`config.mk`:
```
export PLATFORM = sky130hd
export DESIGN_NAME = avi_movi_chunk_framer
export DESIGN_NICKNAME = d
export VERILOG_FILES = /design/src/design/amcf_pkg.sv /design/src/design/amcf_core.sv /design/src/design/amcf_emit.sv /design/src/design/amcf_seq.sv /design/src/design/avi_movi_chunk_framer.sv
export SDC_FILE = /design/constraint.sdc
export NUM_CORES = 1
export LEC_CHECK = 0
export BUFFER_PORTS_ARGS = -buffer_cell sky130_fd_sc_hd__buf_2
export CORE_UTILIZATION = 55
export CTS_CLUSTER_DIAMETER = 40
export DETAILED_ROUTE_END_ITERATION = 8
export PLACE_DENSITY = 0.78
export SYNTH_ARGS = -nofsm -noshare
export SYNTH_HDL_FRONTEND = slang
export SYNTH_HIERARCHICAL = 1
export SYNTH_SLANG_ARGS = --single-unit
```
`constraint.sdc`:
```
create_clock -name clk -period 8.2 [get_ports clk]
set_clock_uncertainty 0.1 [all_clocks]
set_input_delay 1.64 -clock clk [delete_from_list [all_inputs] [get_ports clk]]
set_output_delay 1.64 -clock clk [all_outputs]
set_load 0.1 [all_outputs]
```
`src/design/amcf_pkg.sv`:
```
// ----------------------------------------------------------------------------
// AVI movi chunk framer package
// Shared codes, widths, the request record between the two pipeline halves
// and the chunk tag builder.
// ----------------------------------------------------------------------------
package amcf_pkg;

  localparam int unsigned MAX_STREAMS = 100;

  // Input command codes (carried on in_tuser).
  localparam logic CMD_FRAME = 1'b0;
  localparam logic CMD_BYTE  = 1'b1;

  // Result kind codes (carried on out_tuser).
  localparam logic KIND_BYTE  = 1'b0;
  localparam logic KIND_INDEX = 1'b1;

  localparam logic [4:0] KEY_FLAG = 5'h10;

  localparam logic [1:0] FTYPE_UNKNOWN = 2'd0;
  localparam logic [1:0] FTYPE_INTRA   = 2'd1;

  localparam logic [7:0] CHR_0 = 8'h30;
  localparam logic [7:0] CHR_D = 8'h64;
  localparam logic [7:0] CHR_C = 8'h63;
  localparam logic [7:0] CHR_W = 8'h77;
  localparam logic [7:0] CHR_B = 8'h62;

  localparam int unsigned IN_TDATA_W  = 80;
  localparam int unsigned OUT_TDATA_W = 104;

  // Chunk header is eight bytes; results per frame start are the index entry
  // plus the header.
  localparam int unsigned HDR_BYTES = 8;
  localparam logic [3:0]  LAST_HDR_CNT = 4'(HDR_BYTES);

  // One request handed from the frame logic to the result sequencer.
  typedef struct packed {
    logic        is_frame;   // index entry plus chunk header
    logic        pad;        // payload byte followed by a zero pad byte
    logic [31:0] tag;
    logic [4:0]  flags;
    logic [31:0] position;
    logic [23:0] length;
    logic [7:0]  data;
  } amcf_req_t;

  // Builds the four tag characters, first character in the low byte.
  // The tens digit uses a reciprocal multiply, exact for every 7-bit stream number.
  function automatic logic [31:0] make_tag(input logic [6:0] stream,
                                           input logic       video);
    logic [14:0] prod;
    logic [3:0]  tens;
    logic [6:0]  ones;
    begin
      prod = 15'(stream) * 15'd205;
      tens = prod[14:11];
      ones = stream - 7'(tens) * 7'd10;
      make_tag = {video ? CHR_C : CHR_B,
                  video ? CHR_D : CHR_W,
                  CHR_0 + 8'(ones),
                  CHR_0 + 8'(tens)};
    end
  endfunction

endpackage

```
`src/design/amcf_core.sv`:
```
// ----------------------------------------------------------------------------
// AVI movi chunk framer: input register and frame state
// Holds one input item, updates the offset and frame state when the item
// moves on, and issues a result request for items that produce output.
// ----------------------------------------------------------------------------
module amcf_core #(
  parameter int unsigned MAX_STREAMS = amcf_pkg::MAX_STREAMS
) (
  input  logic                 clk,
  input  logic                 rst_n,
  input  logic                 in_tvalid,
  output logic                 in_tready,
  input  logic                 in_cmd,
  input  logic [6:0]           in_stream,
  input  logic                 in_video,
  input  logic [1:0]           in_ftype,
  input  logic [23:0]          in_len,
  input  logic [31:0]          in_dur,
  input  logic [7:0]           in_data,
  output logic                 req_valid,
  input  logic                 req_ready,
  output amcf_pkg::amcf_req_t  req
);

  logic        item_valid_r;
  logic        cmd_r;
  logic [6:0]  stream_r;
  logic        video_r;
  logic [1:0]  ftype_r;
  logic [23:0] len_r;
  logic        dur_neg_r;
  logic [7:0]  data_r;

  logic [31:0] movi_offset_r, movi_offset_nxt;
  logic [23:0] bytes_left_r,  bytes_left_nxt;
  logic        odd_r,         odd_nxt;
  logic        dropping_r,    dropping_nxt;

  logic        has_result;
  logic        consume;
  logic [23:0] left_dec;

  assign left_dec = bytes_left_r - 24'd1;

  always_comb begin
    movi_offset_nxt = movi_offset_r;
    bytes_left_nxt  = bytes_left_r;
    odd_nxt         = odd_r;
    dropping_nxt    = dropping_r;
    has_result      = 1'b0;
    req.is_frame    = 1'b0;
    req.pad         = 1'b0;
    req.tag         = amcf_pkg::make_tag(stream_r, video_r);
    req.flags       = (ftype_r == amcf_pkg::FTYPE_UNKNOWN ||
                       ftype_r == amcf_pkg::FTYPE_INTRA) ? amcf_pkg::KEY_FLAG : 5'd0;
    req.position    = movi_offset_r + 32'd4;
    req.length      = len_r;
    req.data        = data_r;
    if (cmd_r == amcf_pkg::CMD_FRAME) begin
      bytes_left_nxt = len_r;
      odd_nxt        = len_r[0];
      if (dur_neg_r || 32'(stream_r) >= MAX_STREAMS) begin
        dropping_nxt = (len_r != 24'd0);
      end else begin
        dropping_nxt    = 1'b0;
        has_result      = 1'b1;
        req.is_frame    = 1'b1;
        movi_offset_nxt = movi_offset_r + 32'(amcf_pkg::HDR_BYTES);
      end
    end else if (bytes_left_r != 24'd0) begin
      bytes_left_nxt = left_dec;
      if (dropping_r) begin
        if (left_dec == 24'd0) begin
          dropping_nxt = 1'b0;
        end
      end else if (left_dec == 24'd0 && odd_r) begin
        has_result      = 1'b1;
        req.pad         = 1'b1;
        odd_nxt         = 1'b0;
        movi_offset_nxt = movi_offset_r + 32'd2;
      end else begin
        has_result      = 1'b1;
        movi_offset_nxt = movi_offset_r + 32'd1;
      end
    end
  end

  assign req_valid = item_valid_r && has_result;
  assign consume   = item_valid_r && (!has_result || req_ready);
  assign in_tready = !item_valid_r || consume;

  always_ff @(posedge clk) begin
    if (!rst_n) begin
      item_valid_r  <= 1'b0;
      movi_offset_r <= 32'd0;
      bytes_left_r  <= 24'd0;
      odd_r         <= 1'b0;
      dropping_r    <= 1'b0;
    end else begin
      if (in_tready) begin
        item_valid_r <= in_tvalid;
      end
      if (consume) begin
        movi_offset_r <= movi_offset_nxt;
        bytes_left_r  <= bytes_left_nxt;
        odd_r         <= odd_nxt;
        dropping_r    <= dropping_nxt;
      end
    end
  end

  always_ff @(posedge clk) begin
    if (in_tready && in_tvalid) begin
      cmd_r     <= in_cmd;
      stream_r  <= in_stream;
      video_r   <= in_video;
      ftype_r   <= in_ftype;
      len_r     <= in_len;
      dur_neg_r <= in_dur[31];
      data_r    <= in_data;
    end
  end

endmodule

```
`src/design/amcf_emit.sv`:
```
// ----------------------------------------------------------------------------
// AVI movi chunk framer: result formatter
// Turns the held request and the result count into the fields of one result:
// the index entry and the eight header bytes of a chunk, or a payload byte
// and its optional pad.
// ----------------------------------------------------------------------------
module amcf_emit (
  input  amcf_pkg::amcf_req_t  req,
  input  logic [3:0]           cnt,
  output logic                 out_kind,
  output logic [7:0]           out_byte,
  output logic [31:0]          out_tag,
  output logic [4:0]           out_flags,
  output logic [31:0]          out_position,
  output logic [23:0]          out_length,
  output logic                 out_last
);

  logic [7:0] hdr_byte;

  // Header byte for count 1..8: tag bytes, then the little-endian length.
  always_comb begin
    unique case (cnt)
      4'd1:    hdr_byte = req.tag[7:0];
      4'd2:    hdr_byte = req.tag[15:8];
      4'd3:    hdr_byte = req.tag[23:16];
      4'd4:    hdr_byte = req.tag[31:24];
      4'd5:    hdr_byte = req.length[7:0];
      4'd6:    hdr_byte = req.length[15:8];
      4'd7:    hdr_byte = req.length[23:16];
      default: hdr_byte = 8'd0;
    endcase
  end

  always_comb begin
    out_kind     = amcf_pkg::KIND_BYTE;
    out_byte     = 8'd0;
    out_tag      = 32'd0;
    out_flags    = 5'd0;
    out_position = 32'd0;
    out_length   = 24'd0;
    out_last     = 1'b0;
    if (req.is_frame) begin
      if (cnt == 4'd0) begin
        out_kind     = amcf_pkg::KIND_INDEX;
        out_tag      = req.tag;
        out_flags    = req.flags;
        out_position = req.position;
        out_length   = req.length;
      end else begin
        out_byte = hdr_byte;
        out_last = (cnt == amcf_pkg::LAST_HDR_CNT);
      end
    end else begin
      out_byte = (cnt == 4'd0) ? req.data : 8'd0;
      out_last = !req.pad || cnt != 4'd0;
    end
  end

endmodule

```
`src/design/amcf_seq.sv`:
```
// ----------------------------------------------------------------------------
// AVI movi chunk framer: result sequencer
// Holds one request and steps through its results: the index entry and the
// eight header bytes of a chunk, or a payload byte and its optional pad.
// ----------------------------------------------------------------------------
module amcf_seq (
  input  logic                 clk,
  input  logic                 rst_n,
  input  logic                 req_valid,
  output logic                 req_ready,
  input  amcf_pkg::amcf_req_t  req,
  output logic                 out_tvalid,
  input  logic                 out_tready,
  output logic                 out_kind,
  output logic [7:0]           out_byte,
  output logic [31:0]          out_tag,
  output logic [4:0]           out_flags,
  output logic [31:0]          out_position,
  output logic [23:0]          out_length,
  output logic                 out_last
);

  logic                 busy_r;
  amcf_pkg::amcf_req_t  req_r;
  logic [3:0]           cnt_r, cnt_nxt;
  logic                 take;

  assign out_tvalid = busy_r;
  assign take       = busy_r && out_tready;
  assign req_ready  = !busy_r || (take && out_last);

  amcf_emit u_emit (
    .req          (req_r),
    .cnt          (cnt_r),
    .out_kind     (out_kind),
    .out_byte     (out_byte),
    .out_tag      (out_tag),
    .out_flags    (out_flags),
    .out_position (out_position),
    .out_length   (out_length),
    .out_last     (out_last)
  );

  always_comb begin
    cnt_nxt = cnt_r;
    if (req_valid && req_ready) begin
      cnt_nxt = 4'd0;
    end else if (take) begin
      cnt_nxt = out_last ? 4'd0 : cnt_r + 4'd1;
    end
  end

  always_ff @(posedge clk) begin
    if (!rst_n) begin
      busy_r <= 1'b0;
      cnt_r  <= 4'd0;
    end else begin
      cnt_r <= cnt_nxt;
      if (req_ready) begin
        busy_r <= req_valid;
      end
    end
  end

  always_ff @(posedge clk) begin
    if (req_valid && req_ready) begin
      req_r <= req;
    end
  end

  a_cnt_range: assert property (@(posedge clk) disable iff (!rst_n)
    cnt_r <= amcf_pkg::LAST_HDR_CNT)
    else $error("result count beyond chunk header");

  a_idle_cnt: assert property (@(posedge clk) disable iff (!rst_n)
    !busy_r |-> cnt_r == 4'd0)
    else $error("result count nonzero while idle");

  a_byte_cnt: assert property (@(posedge clk) disable iff (!rst_n)
    busy_r && !req_r.is_frame |-> cnt_r <= 4'd1)
    else $error("payload request ran past its pad byte");

  a_burst_holds: assert property (@(posedge clk) disable iff (!rst_n)
    out_tvalid && out_tready && !out_last |=> out_tvalid)
    else $error("result burst broken before its last result");

endmodule

```
`src/design/avi_movi_chunk_framer.sv`:
```
// ----------------------------------------------------------------------------
// AVI movi chunk framer
// Frames frame descriptors and payload bytes into AVI movi chunks with index
// entries.
// ----------------------------------------------------------------------------
// A frame start request (in_tuser 0) yields nine results: the index entry
// (out_tuser 1) and then the eight chunk header bytes, the last one marked by
// out_tlast. A payload byte request (in_tuser 1) yields one result, or two
// when it closes an odd-length frame and a zero pad byte follows. Dropped
// frames, stray bytes and bytes of dropped frames give no result. The result
// sequencer emits one result per cycle while out_tready is high, so payload
// streams at one byte per cycle, a frame start holds the output for its nine
// results, and a request with no result never waits on the sequencer. Input
// passes the input register, then the sequencer register.
module avi_movi_chunk_framer #(
  parameter int unsigned MAX_STREAMS = amcf_pkg::MAX_STREAMS
) (
  input  logic                              clk,
  input  logic                              rst_n,
  input  logic                              in_tvalid,
  output logic                              in_tready,
  input  logic [amcf_pkg::IN_TDATA_W-1:0]   in_tdata,   // stream_number, is_video,
                                                        // frame_type, frame_length,
                                                        // frame_duration, data_byte
  input  logic                              in_tuser,   // command
  output logic                              out_tvalid,
  input  logic                              out_tready,
  output logic [amcf_pkg::OUT_TDATA_W-1:0]  out_tdata,  // out_byte, index_tag,
                                                        // index_flags, index_position,
                                                        // index_length
  output logic                              out_tuser,  // out_kind
  output logic                              out_tlast   // last
);

  logic                 req_valid;
  logic                 req_ready;
  amcf_pkg::amcf_req_t  req;
  logic [7:0]           o_byte;
  logic [31:0]          o_tag;
  logic [4:0]           o_flags;
  logic [31:0]          o_position;
  logic [23:0]          o_length;

  amcf_core #(
    .MAX_STREAMS (MAX_STREAMS)
  ) u_core (
    .clk       (clk),
    .rst_n     (rst_n),
    .in_tvalid (in_tvalid),
    .in_tready (in_tready),
    .in_cmd    (in_tuser),
    .in_stream (in_tdata[6:0]),
    .in_video  (in_tdata[7]),
    .in_ftype  (in_tdata[9:8]),
    .in_len    (in_tdata[33:10]),
    .in_dur    (in_tdata[65:34]),
    .in_data   (in_tdata[73:66]),
    .req_valid (req_valid),
    .req_ready (req_ready),
    .req       (req)
  );

  amcf_seq u_seq (
    .clk          (clk),
    .rst_n        (rst_n),
    .req_valid    (req_valid),
    .req_ready    (req_ready),
    .req          (req),
    .out_tvalid   (out_tvalid),
    .out_tready   (out_tready),
    .out_kind     (out_tuser),
    .out_byte     (o_byte),
    .out_tag      (o_tag),
    .out_flags    (o_flags),
    .out_position (o_position),
    .out_length   (o_length),
    .out_last     (out_tlast)
  );

  assign out_tdata = {3'd0, o_length, o_position, o_flags, o_tag, o_byte};

endmodule

```
==> out/qor.txt, run 1 <==
Status = finished, final reports clean
Post-synth EDFFs = 146
Area grow syn2layout = 14.6%
Mapped Area = 11700 um^2
Flop pwr share = 0.372
Syn_area_per_cell = 10.4 um^2
Mapped Cells = 1131
I/O pin count = 193
Hold path depth = 0
Fill cell count = 1650
Worst reg2reg path depth = 22
Fmax = 0.160 GHz
Worst-path clk slew = 0.06 ns
Final core utilization = 0.643
Total DRC errors in the routed layout = 0
First-pass GRT wire length = 43.4 mm
DR vias/cell = 5.81
Synth Warn # = 6
Max-slew violation count = 0
Slowest CP cell = edfxtp_1
Hold crit path type = register to register
FF+latch count, synth = 210
Met2 Use GR = 0.397
Core ar. = 21000 um^2
Final ANT Viol Nets = 0
Total Power = 3.49 mW
Max Fanout on Critical Path = 9
Most frequent cell after synthesis = edfxtp_1
Critical path arrival = 6.52 ns
Worst-path cell chain = ha_1 -> inv_1 -> ha_1 -> fa_1 -> inv_1 -> fa_1 -> inv_1 -> ha_1 -> a311oi_1 -> o21ai_0 -> a21oi_1 -> o21bai_1 -> xnor2_1 -> xor2_1 -> ha_1 -> inv_1 -> fa_1 -> ha_1 -> a21o_1 -> a31oi_1 -> xnor2_1 -> a21boi_0
RSZ-0062 raised after global routing = false
Hold_buf cts = 0
Crit path kind = register to register
Clock Path Buffers = 3
DRT Wirelength = 27.6 mm
WP data required = 8.49 ns
CTS tree = done
Comb pwr share = 0.283
Register area = 5670 um^2
Vias post-DR = 9070
Final min period = 6.24 ns
Die height = 148 um
R2R setup slack = 1.96 ns
Clk pwr share = 0.344
Largest delay contributor family on the critical path = adder cells
Synth top area share = 0.373
Post-route cell area = 13500 um^2
Final period util = 0.761
Sink Count = 210
Setup TNS = 0 ns
CP Depth = 22
Net Switching = 1.22 mW
Root Driver = clkbuf_16
Internal power = 2.27 mW
Sw frac = 0.349
Final Hold Fails = 0
CP startpoint kind = register
Pwr per Cell Area = 259 nW/um^2
Worst Tran Pin Value = 1.21 ns
Initial DRT Pass Iterations = 6
Relative slew margins = 0.196
Buf/Inv on CP = 4
M1 GR Usage = 0.348
Die area = 21900 um^2
Multi-input logic area = 5420 um^2
Final GP Congestion = 0.922
Post_cts resized = 0
Largest net degree at the start of global routing = 95
Buffers on Ports = 151
Die Width = 148 um
Worst-skew pair later-pin latency = 0.54 ns
Yosys cell types = 77
Number of global-route vias before repair = 8236
Most frequent CP cell = ha_1
GR Layer Usage met3 = 0.0380
Maximum VDD drop = 0.277 mV
Initial Utilization = 0.561
Rows = 53
Register area share after synthesis = 0.482
Post CTS Setup Buffer Count = 0
Main area contributors after synthesis = edfxtp_1, dfxtp_1, ha_1, and2_1, xnor2_1
Final setup violation count = 0
Async S/R FF share, synth = 0
Post-DP HPWL = 19.6 mm
Crit path largest cell delay = 0.58 ns
Layer carrying the most global-route usage = met2
Iteration-0 DRC count of the detailed router = 833
Layout cells sized above 1 = 0.191
Cell Area, Placed = 12500 um^2
H-tree Lvls = 1
Commonest cells in the netlist = edfxtp_1, and2_1, nor2_1, nand2_1, inv_1
CTS buffer count = 28
Grt total ovfl = 0
Nets@finish = 1411
N_diodes = 0
WL per Instance = 17.7 um
GRT Overall Usage = 0.251
Synth Flop Type = edfxtp_1
Static Leak = 5.32 nW
Area leader, netlist = edfxtp_1
Crit. End Element = register
Maxcap violations = 0
Initial antenna violation count = 0
## logic make-up after synthesis
group	Yosys count	share of synthesized area
AOI/OAI and AO/OA	205	0.121
xor gates and xnor gates	60	0.0447
adders and majority gates	63	0.0728
buffers and inverters	148	0.0644
DFF	210	0.482
muxes	21	0.0179
other	3	0.000958
and+or+nand+nor	421	0.196
## worst reg2reg max path, cell delays in order (launching register included)
cell      delay [ns]
edfxtp_1        0.58
ha_1            0.37
inv_1           0.05
ha_1            0.19
fa_1            0.49
inv_1           0.06
fa_1            0.51
inv_1           0.05
ha_1            0.28
a311oi_1        0.50
o21ai_0         0.18
a21oi_1         0.24
o21bai_1        0.11
xnor2_1         0.44
xor2_1          0.20
ha_1            0.16
inv_1           0.05
fa_1            0.45
ha_1            0.33
a21o_1          0.17
a31oi_1         0.17
xnor2_1         0.20
a21boi_0        0.22
## registers in the layout (all words and copies together), names as in the netlist
name                  cells
u_core/item_valid_r       1
u_core/len_r             24
u_core/stream_r           7
u_seq/req_r             103
u_core/dropping_r         1
u_core/dur_neg_r          1
u_core/ftype_r            1
u_seq/out_tvalid          1
u_seq/cnt_r               4
u_core/movi_offset_r     32
u_core/bytes_left_r      24
u_core/odd_r              1
u_core/data_r             8
u_core/video_r            1
u_core/cmd_r              1
## area by class of cell
type                            count  area share
Inverter                           69      0.0192
Tap cell                          275      0.0256
Clock buffer                       31      0.0544
Clock inverter                     21      0.0159
Timing Repair Buffer              161      0.0617
Sequential cell                   210       0.421
Multi-Input combinational cell    793       0.403
## through the flow
| step | setup slack, ns | instances | hold slack, ns |
|---|---|---|---|
| after floorplan | 0.716 | 1151 | 0.300 |
| after global placement | 2.07 | 1508 | 0.304 |
| after detailed placement | 1.98 | 1508 | 0.307 |
| after CTS | 1.99 | 1560 | 0.325 |
| after global routing | 1.48 | 1560 | 0.331 |
| final | 1.96 | 1560 | 0.328 |
## metal layers
layer | up-vias | part of all wire
met4 | 0 | 0.036
li1 | 4309 | -
met5 | - | 0
met3 | 73 | 0.084
met2 | 449 | 0.46
met1 | 4239 | 0.42
## layout by cell type, fill, tap and decap left out, types with 28 or more instances in the layout
master	instances
dfxtp_1	64
inv_1	68
clkbuf_16	28
nand3_1	28
a21oi_1	54
o21ai_0	29
ha_1	54
nand2_1	71
buf_2	151
xnor2_1	47
nor2_1	81
edfxtp_1	146
and2_1	102
## power by group through the flow
stage	combinational [mW]	clock, mW	sequential (mW)
floorplan	0.804	0	1.30
global placement	0.936	0	1.32
detailed placement	0.973	0	1.32
CTS	0.979	1.21	1.30
global route	1.07	1.26	1.31
finish	0.989	1.20	1.30
## path summary, 6_finish.rpt
path,startpoint,to
worst max-delay path,u_core/stream_r[2]$_DFFE_PP_,u_seq/req_r[84]$_DFFE_PP_
worst min-delay path,u_core/data_r[4]$_DFFE_PP_,u_seq/req_r[4]$_DFFE_PP_
worst max register to register,u_core/stream_r[2]$_DFFE_PP_,u_seq/req_r[84]$_DFFE_PP_
worst min register to register,u_core/data_r[4]$_DFFE_PP_,u_seq/req_r[4]$_DFFE_PP_
(Power assumes the default switching activity.)
==> run 2, diff against run 1 <==
Settings changed: ABC_AREA from default to 1, PLACE_DENSITY 0.78 to 0.77.
Clock period 8.2 ns to 5.8 ns, I/O delays scaled along.
==> run 2 against run 1 <==
Sequential share of layout area is 5.6 points lower. Worst setup slack worse by 1.9 ns. Clock-buffer cell count up 7. Register-to-register slack got worse by 1.9 ns. Worst hold slack got worse by 0.0077 ns. Clock power is 68% higher. Critical path type unchanged. Largest cell class is now multi-input gates.
==> out/qor.txt, run 2 <==
Status = finished, final reports clean
CTS buffer count = 34 (+21%)
Rows = 56 (+5.7%)
Crit path largest cell delay = 0.60 ns (+0.02 ns)
Relative slew margins = 0.192 (-0.00389)
Initial antenna violation count = 0 (unchanged)
Sw frac = 0.371 (+0.0217)
Layout cells sized above 1 = 0.185 (-0.00681)
Fill cell count = 2074 (+26%)
DRT Wirelength = 37.8 mm (+37%)
Initial Utilization = 0.567 (+0.00643)
Flop pwr share = 0.334 (-0.038)
Yosys cell types = 46 (-40%)
Slowest CP cell = fa_1
Setup TNS = 0 ns (unchanged)
Total Power = 5.46 mW (+56%)
H-tree Lvls = 2 (+1)
Synth Flop Type = edfxtp_1
Final min period = 5.71 ns (-0.529 ns)
Number of global-route vias before repair = 11100 (+35%)
GR Layer Usage met3 = 0.0599 (+0.0218)
Final ANT Viol Nets = 0 (unchanged)
Comb pwr share = 0.298 (+0.015)
DR vias/cell = 5.52 (-5.0%)
Area grow syn2layout = 15.8%
Post-synth EDFFs = 146 (unchanged)
Non-filler cells, final = 2193 (+41%)
Synth top area share = 0.326 (-0.0467)
Most frequent cells in the layout = nand2_1, nor2_1, inv_1
CTS tree = done
WP data required = 5.96 ns (-2.53 ns)
Largest net degree at the start of global routing = 78 (-18%)
Cell Area, Placed = 14200 um^2 (+14%)
Core ar. = 23700 um^2 (+13%)
Critical path arrival = 5.87 ns (-0.65 ns)
Vias post-DR = 12100 (+34%)
Async S/R FF share, synth = 0 (unchanged)
Main area contributors after synthesis = edfxtp_1, nand2_1, dfxtp_1, nor2_1, ha_1
Met2 Use GR = 0.479 (+0.0815)
Root Driver = clkbuf_16
Maxcap violations = 0 (unchanged)
Worst-path clk slew = 0.06 ns (about the same)
Most frequent cell after synthesis = nand2_1
Internal power = 3.44 mW (+51%)
WL per Instance = 17.2 um (-2.6%)
Commonest cells in the netlist = nand2_1, nor2_1, inv_1, edfxtp_1, nand3_1
Clk pwr share = 0.368 (+0.024)
Final period util = 0.984 (+0.224)
Die Width = 158 um (+6.8%)
Area leader, netlist = edfxtp_1
Register area = 5670 um^2 (unchanged)
Commonest non-fill, non-tap cell in the layout = nand2_1
Multi-input logic area = 6750 um^2 (+25%)
Pwr per Cell Area = 351 nW/um^2 (+35%)
Iteration-0 DRC count of the detailed router = 1220 (+46%)
Die height = 158 um (+6.8%)
Post-route cell area = 15600 um^2 (+15%)
Net Switching = 2.03 mW (+66%)
Layer carrying the most global-route usage = met2
Final Hold Fails = 0 (unchanged)
Post-DP HPWL = 27.1 mm (+39%)
Largest register by flop count = u_seq/req_r
Worst-skew pair later-pin latency = 0.51 ns (-0.03 ns)
Final core utilization = 0.657 (+0.0140)
N_diodes = 0 (unchanged)
Buffers on Ports = 151 (unchanged)
Worst Tran Pin Value = 1.21 ns (+0.00453 ns)
Final setup violation count = 0 (unchanged)
Synth Warn # = 6 (unchanged)
Max reg flops = 103 (unchanged)
Sink Count = 210 (unchanged)
Final GP Congestion = 0.953 (+3.3%)
I/O pin count = 193 (unchanged)
Fmax = 0.175 GHz (+9.3%)
First-pass GRT wire length = 57.7 mm (+33%)
Initial DRT Pass Iterations = 6 (unchanged)
Crit path kind = register to register
GRT Overall Usage = 0.300 (+0.0492)
Biggest regs = u_seq/req_r x103, u_core/movi_offset_r x32
Nets@finish = 1996 (+41%)
Clock Path Buffers = 3 (unchanged)
Static Leak = 7.08 nW (+33%)
Total DRC errors in the routed layout = 0 (unchanged)
Crit. End Element = register
CP startpoint kind = register
FF+latch count, synth = 210 (unchanged)
Hold crit path type = register to register
Max Fanout on Critical Path = 4 (-5)
M1 GR Usage = 0.405 (+0.0565)
Syn_area_per_cell = 7.85 um^2 (-24%)
Cell Count Post-Placement = 2125 (+41%)
Hold_buf cts = 0 (unchanged)
Most frequent CP cell = nand2_1
Mapped Cells = 1711 (+51%)
Maximum VDD drop = 0.254 mV (-8.4%)
Register area share after synthesis = 0.422 (-0.0604)
Grt total ovfl = 0 (unchanged)
Max-slew violation count = 0 (unchanged)
Die area = 25000 um^2 (+14%)
Mapped Area = 13400 um^2 (+14%)
## run 2: changes by cell type after synthesis, sizes merged, moves of 40 or more
cell   change
and2     -102
inv      +108
nand2    +417
nand3    +105
nor2     +193
xnor2     -40
xor2      +45
## run 2: layout make-up
type | instances | share of cell area
multi-input cells | 1255 | 0.434
flip-flops and latches | 210 | 0.364
repair buffers | 169 | 0.0583
clock buffers | 38 | 0.0577
inverters | 178 | 0.0432
well taps | 319 | 0.0257
clock inverters | 24 | 0.0166
## run 2: what timing repair did
| item | 4_1_cts | 5_1_grt |
|---|---|---|
| setup endpoints to repair | 0 | 3 |
| gates resized for setup | 0 | 27 |
| setup buffers | 0 | 6 |
## run 2: power by group through the flow
stage	clock, mW	combinational [mW]	sequential [mW]
after floorplan	0	1.20	1.83
after global placement	0	1.44	1.85
after detailed placement	0	1.47	1.85
after CTS	2.03	1.49	1.82
after global routing	2.11	1.78	1.83
final	2.01	1.63	1.83
## run 2: logic make-up (layout without fill, tap and decap cells)
| logic type | count (synthesis) | count (layout) | synth area share |
|---|---|---|---|
| other | 3 | 23 | 0.000838 |
| XOR/XNOR | 65 | 65 | 0.0424 |
| adder cells (fa/ha/maj) | 63 | 63 | 0.0637 |
| AO/OA/AOI/OAI | 131 | 131 | 0.0550 |
| AND/OR/NAND/NOR | 973 | 973 | 0.326 |
| buffers and inverters | 266 | 409 | 0.0907 |
| flip-flops | 210 | 210 | 0.422 |
## run 2: worst paths after layout
path	startpoint	end	slack [ns]	cells past startpoint
setup / recovery	u_core/stream_r[2]$_DFFE_PP_	u_seq/req_r[83]$_DFFE_PP_	0.09	30
hold / removal	u_core/data_r[3]$_DFFE_PP_	u_seq/req_r[3]$_DFFE_PP_	0.32	0
setup reg to reg	u_core/stream_r[2]$_DFFE_PP_	u_seq/req_r[83]$_DFFE_PP_	0.09	30
hold reg to reg	u_core/data_r[3]$_DFFE_PP_	u_seq/req_r[3]$_DFFE_PP_	0.32	0
## run 2: layer usage
| metal | share of wire | vias up |
|---|---|---|
| li1 | - | 5808 |
| met1 | 0.42 | 5608 |
| met2 | 0.45 | 588 |
| met3 | 0.094 | 107 |
| met4 | 0.034 | 0 |
| met5 | 0 | - |
## run 2: per-stage QoR
stage	hold WS [ns]	setup WS, ns
4_1_cts	0.320	0.00493
2_1_floorplan	0.300	0.302
3_5_place_dp	0.306	0.130
6_report	0.320	0.0920
3_3_place_gp	0.302	0.234
5_1_grt	0.327	-0.144
## run 2: critical path: cells and delay by family, from the launching register on
kind            cells  cell delay, ns
compound gates      2            0.33
xor+xnor            1            0.16
buf+inv             4            0.37
simple gates       15            1.35
fa+ha+maj           8            2.68
flops               1            0.45
==> run 3, diff against run 2 <==
Settings changed: PLACE_DENSITY 0.77 to default, PLACE_DENSITY_LB_ADDON from default to 0.15, SYNTH_HIERARCHICAL 1 to default.
==> run 3 against run 2 <==
Non-clock buffer count is 14 lower. Maximum frequency is 2.9% higher. Critical endpoint is now u_seq.req_r[83]$_DFFE_PP_. Critical path depth is 1 lower. Clock power is 41% lower. The run now ends with design-rule violations left. Synthesized cell count is 4.2% lower. Cell area is 10% lower. Worst setup slack better by 0.16 ns. Sequential power is 11% lower. Sequential share of layout area is 0.59 points lower. Via count is 8.1% lower. Clock-buffer cell count is 20 lower. Largest power group is now sequential cells. Worst hold slack better by 0.0036 ns.
==> out/qor.txt, run 3 <==
Hold path depth = 0 (unchanged)
Crit. End Element = register
Hold path endpoint = u_seq.req_r[6]$_DFFE_PP_
Relative slew margins = 0.346 (+0.153)
Status = complete, but fails checks
Final setup violation count = 0 (unchanged)
Register area share after synthesis = 0.402 (-0.0193)
Max-slew violation count = 0 (unchanged)
Layout cells sized above 1 = 0.146 (-0.0386)
Max reg flops = 81 (-21%)
Area grow syn2layout = 12.3%
Slowest CP cell = fa_1
Iteration-0 DRC count of the detailed router = 893 (-27%)
Setup TNS = 0 ns (unchanged)
Synth Warn # = 0 (-6)
Final min period = 5.55 ns (-0.161 ns)
Syn_area_per_cell = 7.59 um^2 (-3.3%)
Internal power = 2.57 mW (-25%)
Largest register by flop count = u_seq.req_r
Crit path largest cell delay = 0.57 ns (-0.03 ns)
Worst-path clk slew = 0.08 ns (+0.02 ns)
Sw frac = 0.396 (+0.0249)
Final Hold Fails = 0 (unchanged)
RR Startpoint = u_core.stream_r[5]$_DFFE_PP_
Max Fanout on Critical Path = 4 (unchanged)
Post-DP HPWL = 25.1 mm (-7.5%)
Most frequent cell after synthesis = nand2_1
Cell Area, Placed = 13200 um^2 (-7.3%)
Sink Count = 188 (-10%)
Commonest cells in the netlist = nand2_1, nor2_1, inv_1, edfxtp_1, nand3_1
Initial antenna violation count = 0 (unchanged)
Hold_sp = u_core.data_r[6]$_DFFE_PP_
Grt total ovfl = 0 (unchanged)
Most frequent cells in the layout = nand2_1, nor2_1, inv_1
Die Width = 152 um (-3.7%)
Area leader, netlist = edfxtp_1
Initial Utilization = 0.565 (-0.00257)
Root Driver = clkbuf_16
Final GP Congestion = 0.986 (+3.4%)
H-tree Lvls = 4 (+2)
Mapped Area = 12400 um^2 (-7.4%)
Post-synth EDFFs = 124 (-15%)
Maxcap violations = 0 (unchanged)
CTS buffer count = 17 (-50%)
DR vias/cell = 5.46 (-1.2%)
Final period util = 0.956 (-0.0278)
Critical path arrival = 5.66 ns (-0.21 ns)
WP data required = 5.91 ns (-0.05 ns)
CTS tree = done
Maximum VDD drop = 0.206 mV (-19%)
Flop pwr share = 0.381 (+0.047)
Total DRC errors in the routed layout = 15 (+15)
Post-route cell area = 14000 um^2 (-10%)
Pwr per Cell Area = 304 nW/um^2 (-13%)
First-pass GRT wire length = 52.9 mm (-8.3%)
Vias post-DR = 11100 (-8.1%)
Comb pwr share = 0.340 (+0.042)
Die area = 23200 um^2 (-7.3%)
Core ar. = 22000 um^2 (-7.0%)
Synth Flop Type = edfxtp_1
Rows = 54 (-3.6%)
Commonest non-fill, non-tap cell in the layout = nand2_1
Die height = 152 um (-3.7%)
Net Switching = 1.68 mW (-17%)
Clk pwr share = 0.278 (-0.090)
I/O pin count = 193 (unchanged)
Nets@finish = 1897 (-5.0%)
Clock Path Buffers = 2 (-1)
FF+latch count, synth = 188 (-10%)
WL per Instance = 16.5 um (-4.5%)
Synth top area share = 0.299 (-0.0270)
CP startpoint kind = register
Number of global-route vias before repair = 10200 (-8.1%)
Worst reg2reg path depth = 29 (-3.3%)
Mapped Cells = 1639 (-4.2%)
Hold crit path type = register to register
Main area contributors after synthesis = edfxtp_1, nand2_1, dfxtp_1, nor2_1, inv_1
Final ANT Viol Nets = 0 (unchanged)
Worst R2R End = u_seq.req_r[83]$_DFFE_PP_
R2R setup slack = 0.25 ns (+0.16 ns)
Largest net degree at the start of global routing = 66 (-15%)
GRT Overall Usage = 0.292 (-0.00810)
N_diodes = 0 (unchanged)
Biggest regs = u_seq.req_r x81, u_core.movi_offset_r x32
Static Leak = 6.35 nW (-10%)
DRT Wirelength = 33.6 mm (-11%)
Yosys cell types = 48 (+4.3%)
Buffers on Ports = 139 (-7.9%)
Worst Tran Pin Value = 0.980 ns (-0.230 ns)
Initial DRT Pass Iterations = 8 (+2)
Hold_buf cts = 0 (unchanged)
Failing checks = design-rule violations
Crit path kind = register to register
Fmax = 0.180 GHz (+2.9%)
Async S/R FF share, synth = 0 (unchanged)
Most frequent CP cell = nand2_1
Worst-skew pair later-pin latency = 0.44 ns (-0.07 ns)
[run 3: cell count changes after synthesis, sizes merged, moves of 7 or more]
cell    before  now
a21oi       43   50
buf         69   44
inv        177  202
clkbuf      19   36
nand4       38   47
nand2      490  460
nor2       275  230
o22ai        0    8
xor2        58   77
nand3      133   87
edfxtp     146  124
[run 3: layout make-up]
class | count | area (um^2)
fill | 1970 | 8060
tap | 280 | 350
clock inverter | 14 | 170
timing repair buffer | 155 | 832
multi-input combinational | 1180 | 6410
sequential | 188 | 5000
clock buffer | 18 | 429
inverter | 205 | 772
[run 3: how the worst max path moves through the flow]
stage / slack, ns / to / depth (start not counted) / start
2_1_floorplan: 0.002 / u_core.cmd_r$_DFFE_PP_ / 10 / u_seq.cnt_r[0]$_SDFFE_PP0P_
3_3_place_gp: 0.17 / u_seq.req_r[83]$_DFFE_PP_ / 25 / u_core.stream_r[5]$_DFFE_PP_
3_5_place_dp: 0.04 / u_seq.req_r[83]$_DFFE_PP_ / 28 / u_core.stream_r[5]$_DFFE_PP_
4_1_cts: 0.01 / u_seq.req_r[83]$_DFFE_PP_ / 28 / u_core.stream_r[5]$_DFFE_PP_
5_1_grt: -0.08 / u_seq.req_r[83]$_DFFE_PP_ / 30 / u_core.stream_r[4]$_DFFE_PP_
6_report: 0.25 / u_seq.req_r[83]$_DFFE_PP_ / 29 / u_core.stream_r[5]$_DFFE_PP_
[run 3: what timing repair did]
action                                  4_1_cts  5_1_grt
setup buffers                                 1        4
endpoints found under the setup margin        1        3
resized for setup                             0       28
pin swaps                                     0        5
[run 3: cell families (layout without fill, tap and decap cells)]
logic type	after synthesis	in the layout	synth area share
and+or+nand+nor	865	865	0.299
buffers and inverters	285	392	0.0985
DFF	188	188	0.402
AOI/OAI and AO/OA	151	151	0.0693
xor gates and xnor gates	84	84	0.0592
adders and majority gates	65	65	0.0708
other	1	15	0.000302
[run 3: worst max-delay path: cells and delay by family, from the launching register on]
| family | cells | cell delay [ns] |
|---|---|---|
| AOI/OAI and AO/OA | 4 | 0.69 |
| xor gates and xnor gates | 1 | 0.15 |
| adders and majority gates | 8 | 2.66 |
| buffers and inverters | 4 | 0.33 |
| DFF | 1 | 0.49 |
| and+or+nand+nor | 12 | 0.89 |
[run 3: metal layers]
| metal | vias to the layer above | track usage | wire, um |
|---|---|---|---|
| met2 | 443 | 0.490 | 16000 |
| met3 | 67 | 0.0401 | 2250 |
| met5 | - | 0 | 0 |
| li1 | 5490 | - | - |
| met4 | 0 | 0.101 | 922 |
| met1 | 5133 | 0.388 | 14400 |
[run 3: stage by stage]
step | total power, mW | instances | hold WS [ns] | setup slack [ns] | util
final | 4.25 | 2040 | 0.324 | 0.253 | 0.634
after floorplan | 2.72 | 1653 | 0.300 | 0.00232 | -
after global placement | 2.96 | 2003 | 0.303 | 0.171 | 0.599
after global routing | 4.47 | 2040 | 0.329 | -0.0775 | 0.634
after CTS | 4.16 | 2036 | 0.325 | 0.0134 | 0.626
after detailed placement | 2.99 | 2003 | 0.305 | 0.0383 | 0.599
[run 3: power by group through the flow]
stage / combinational (mW) / sequential, mW / clock (mW)
2_1_floorplan: 1.10 / 1.63 / 0
3_3_place_gp: 1.32 / 1.65 / 0
3_5_place_dp: 1.34 / 1.65 / 0
4_1_cts: 1.35 / 1.62 / 1.19
5_1_grt: 1.60 / 1.63 / 1.24
6_report: 1.45 / 1.62 / 1.18
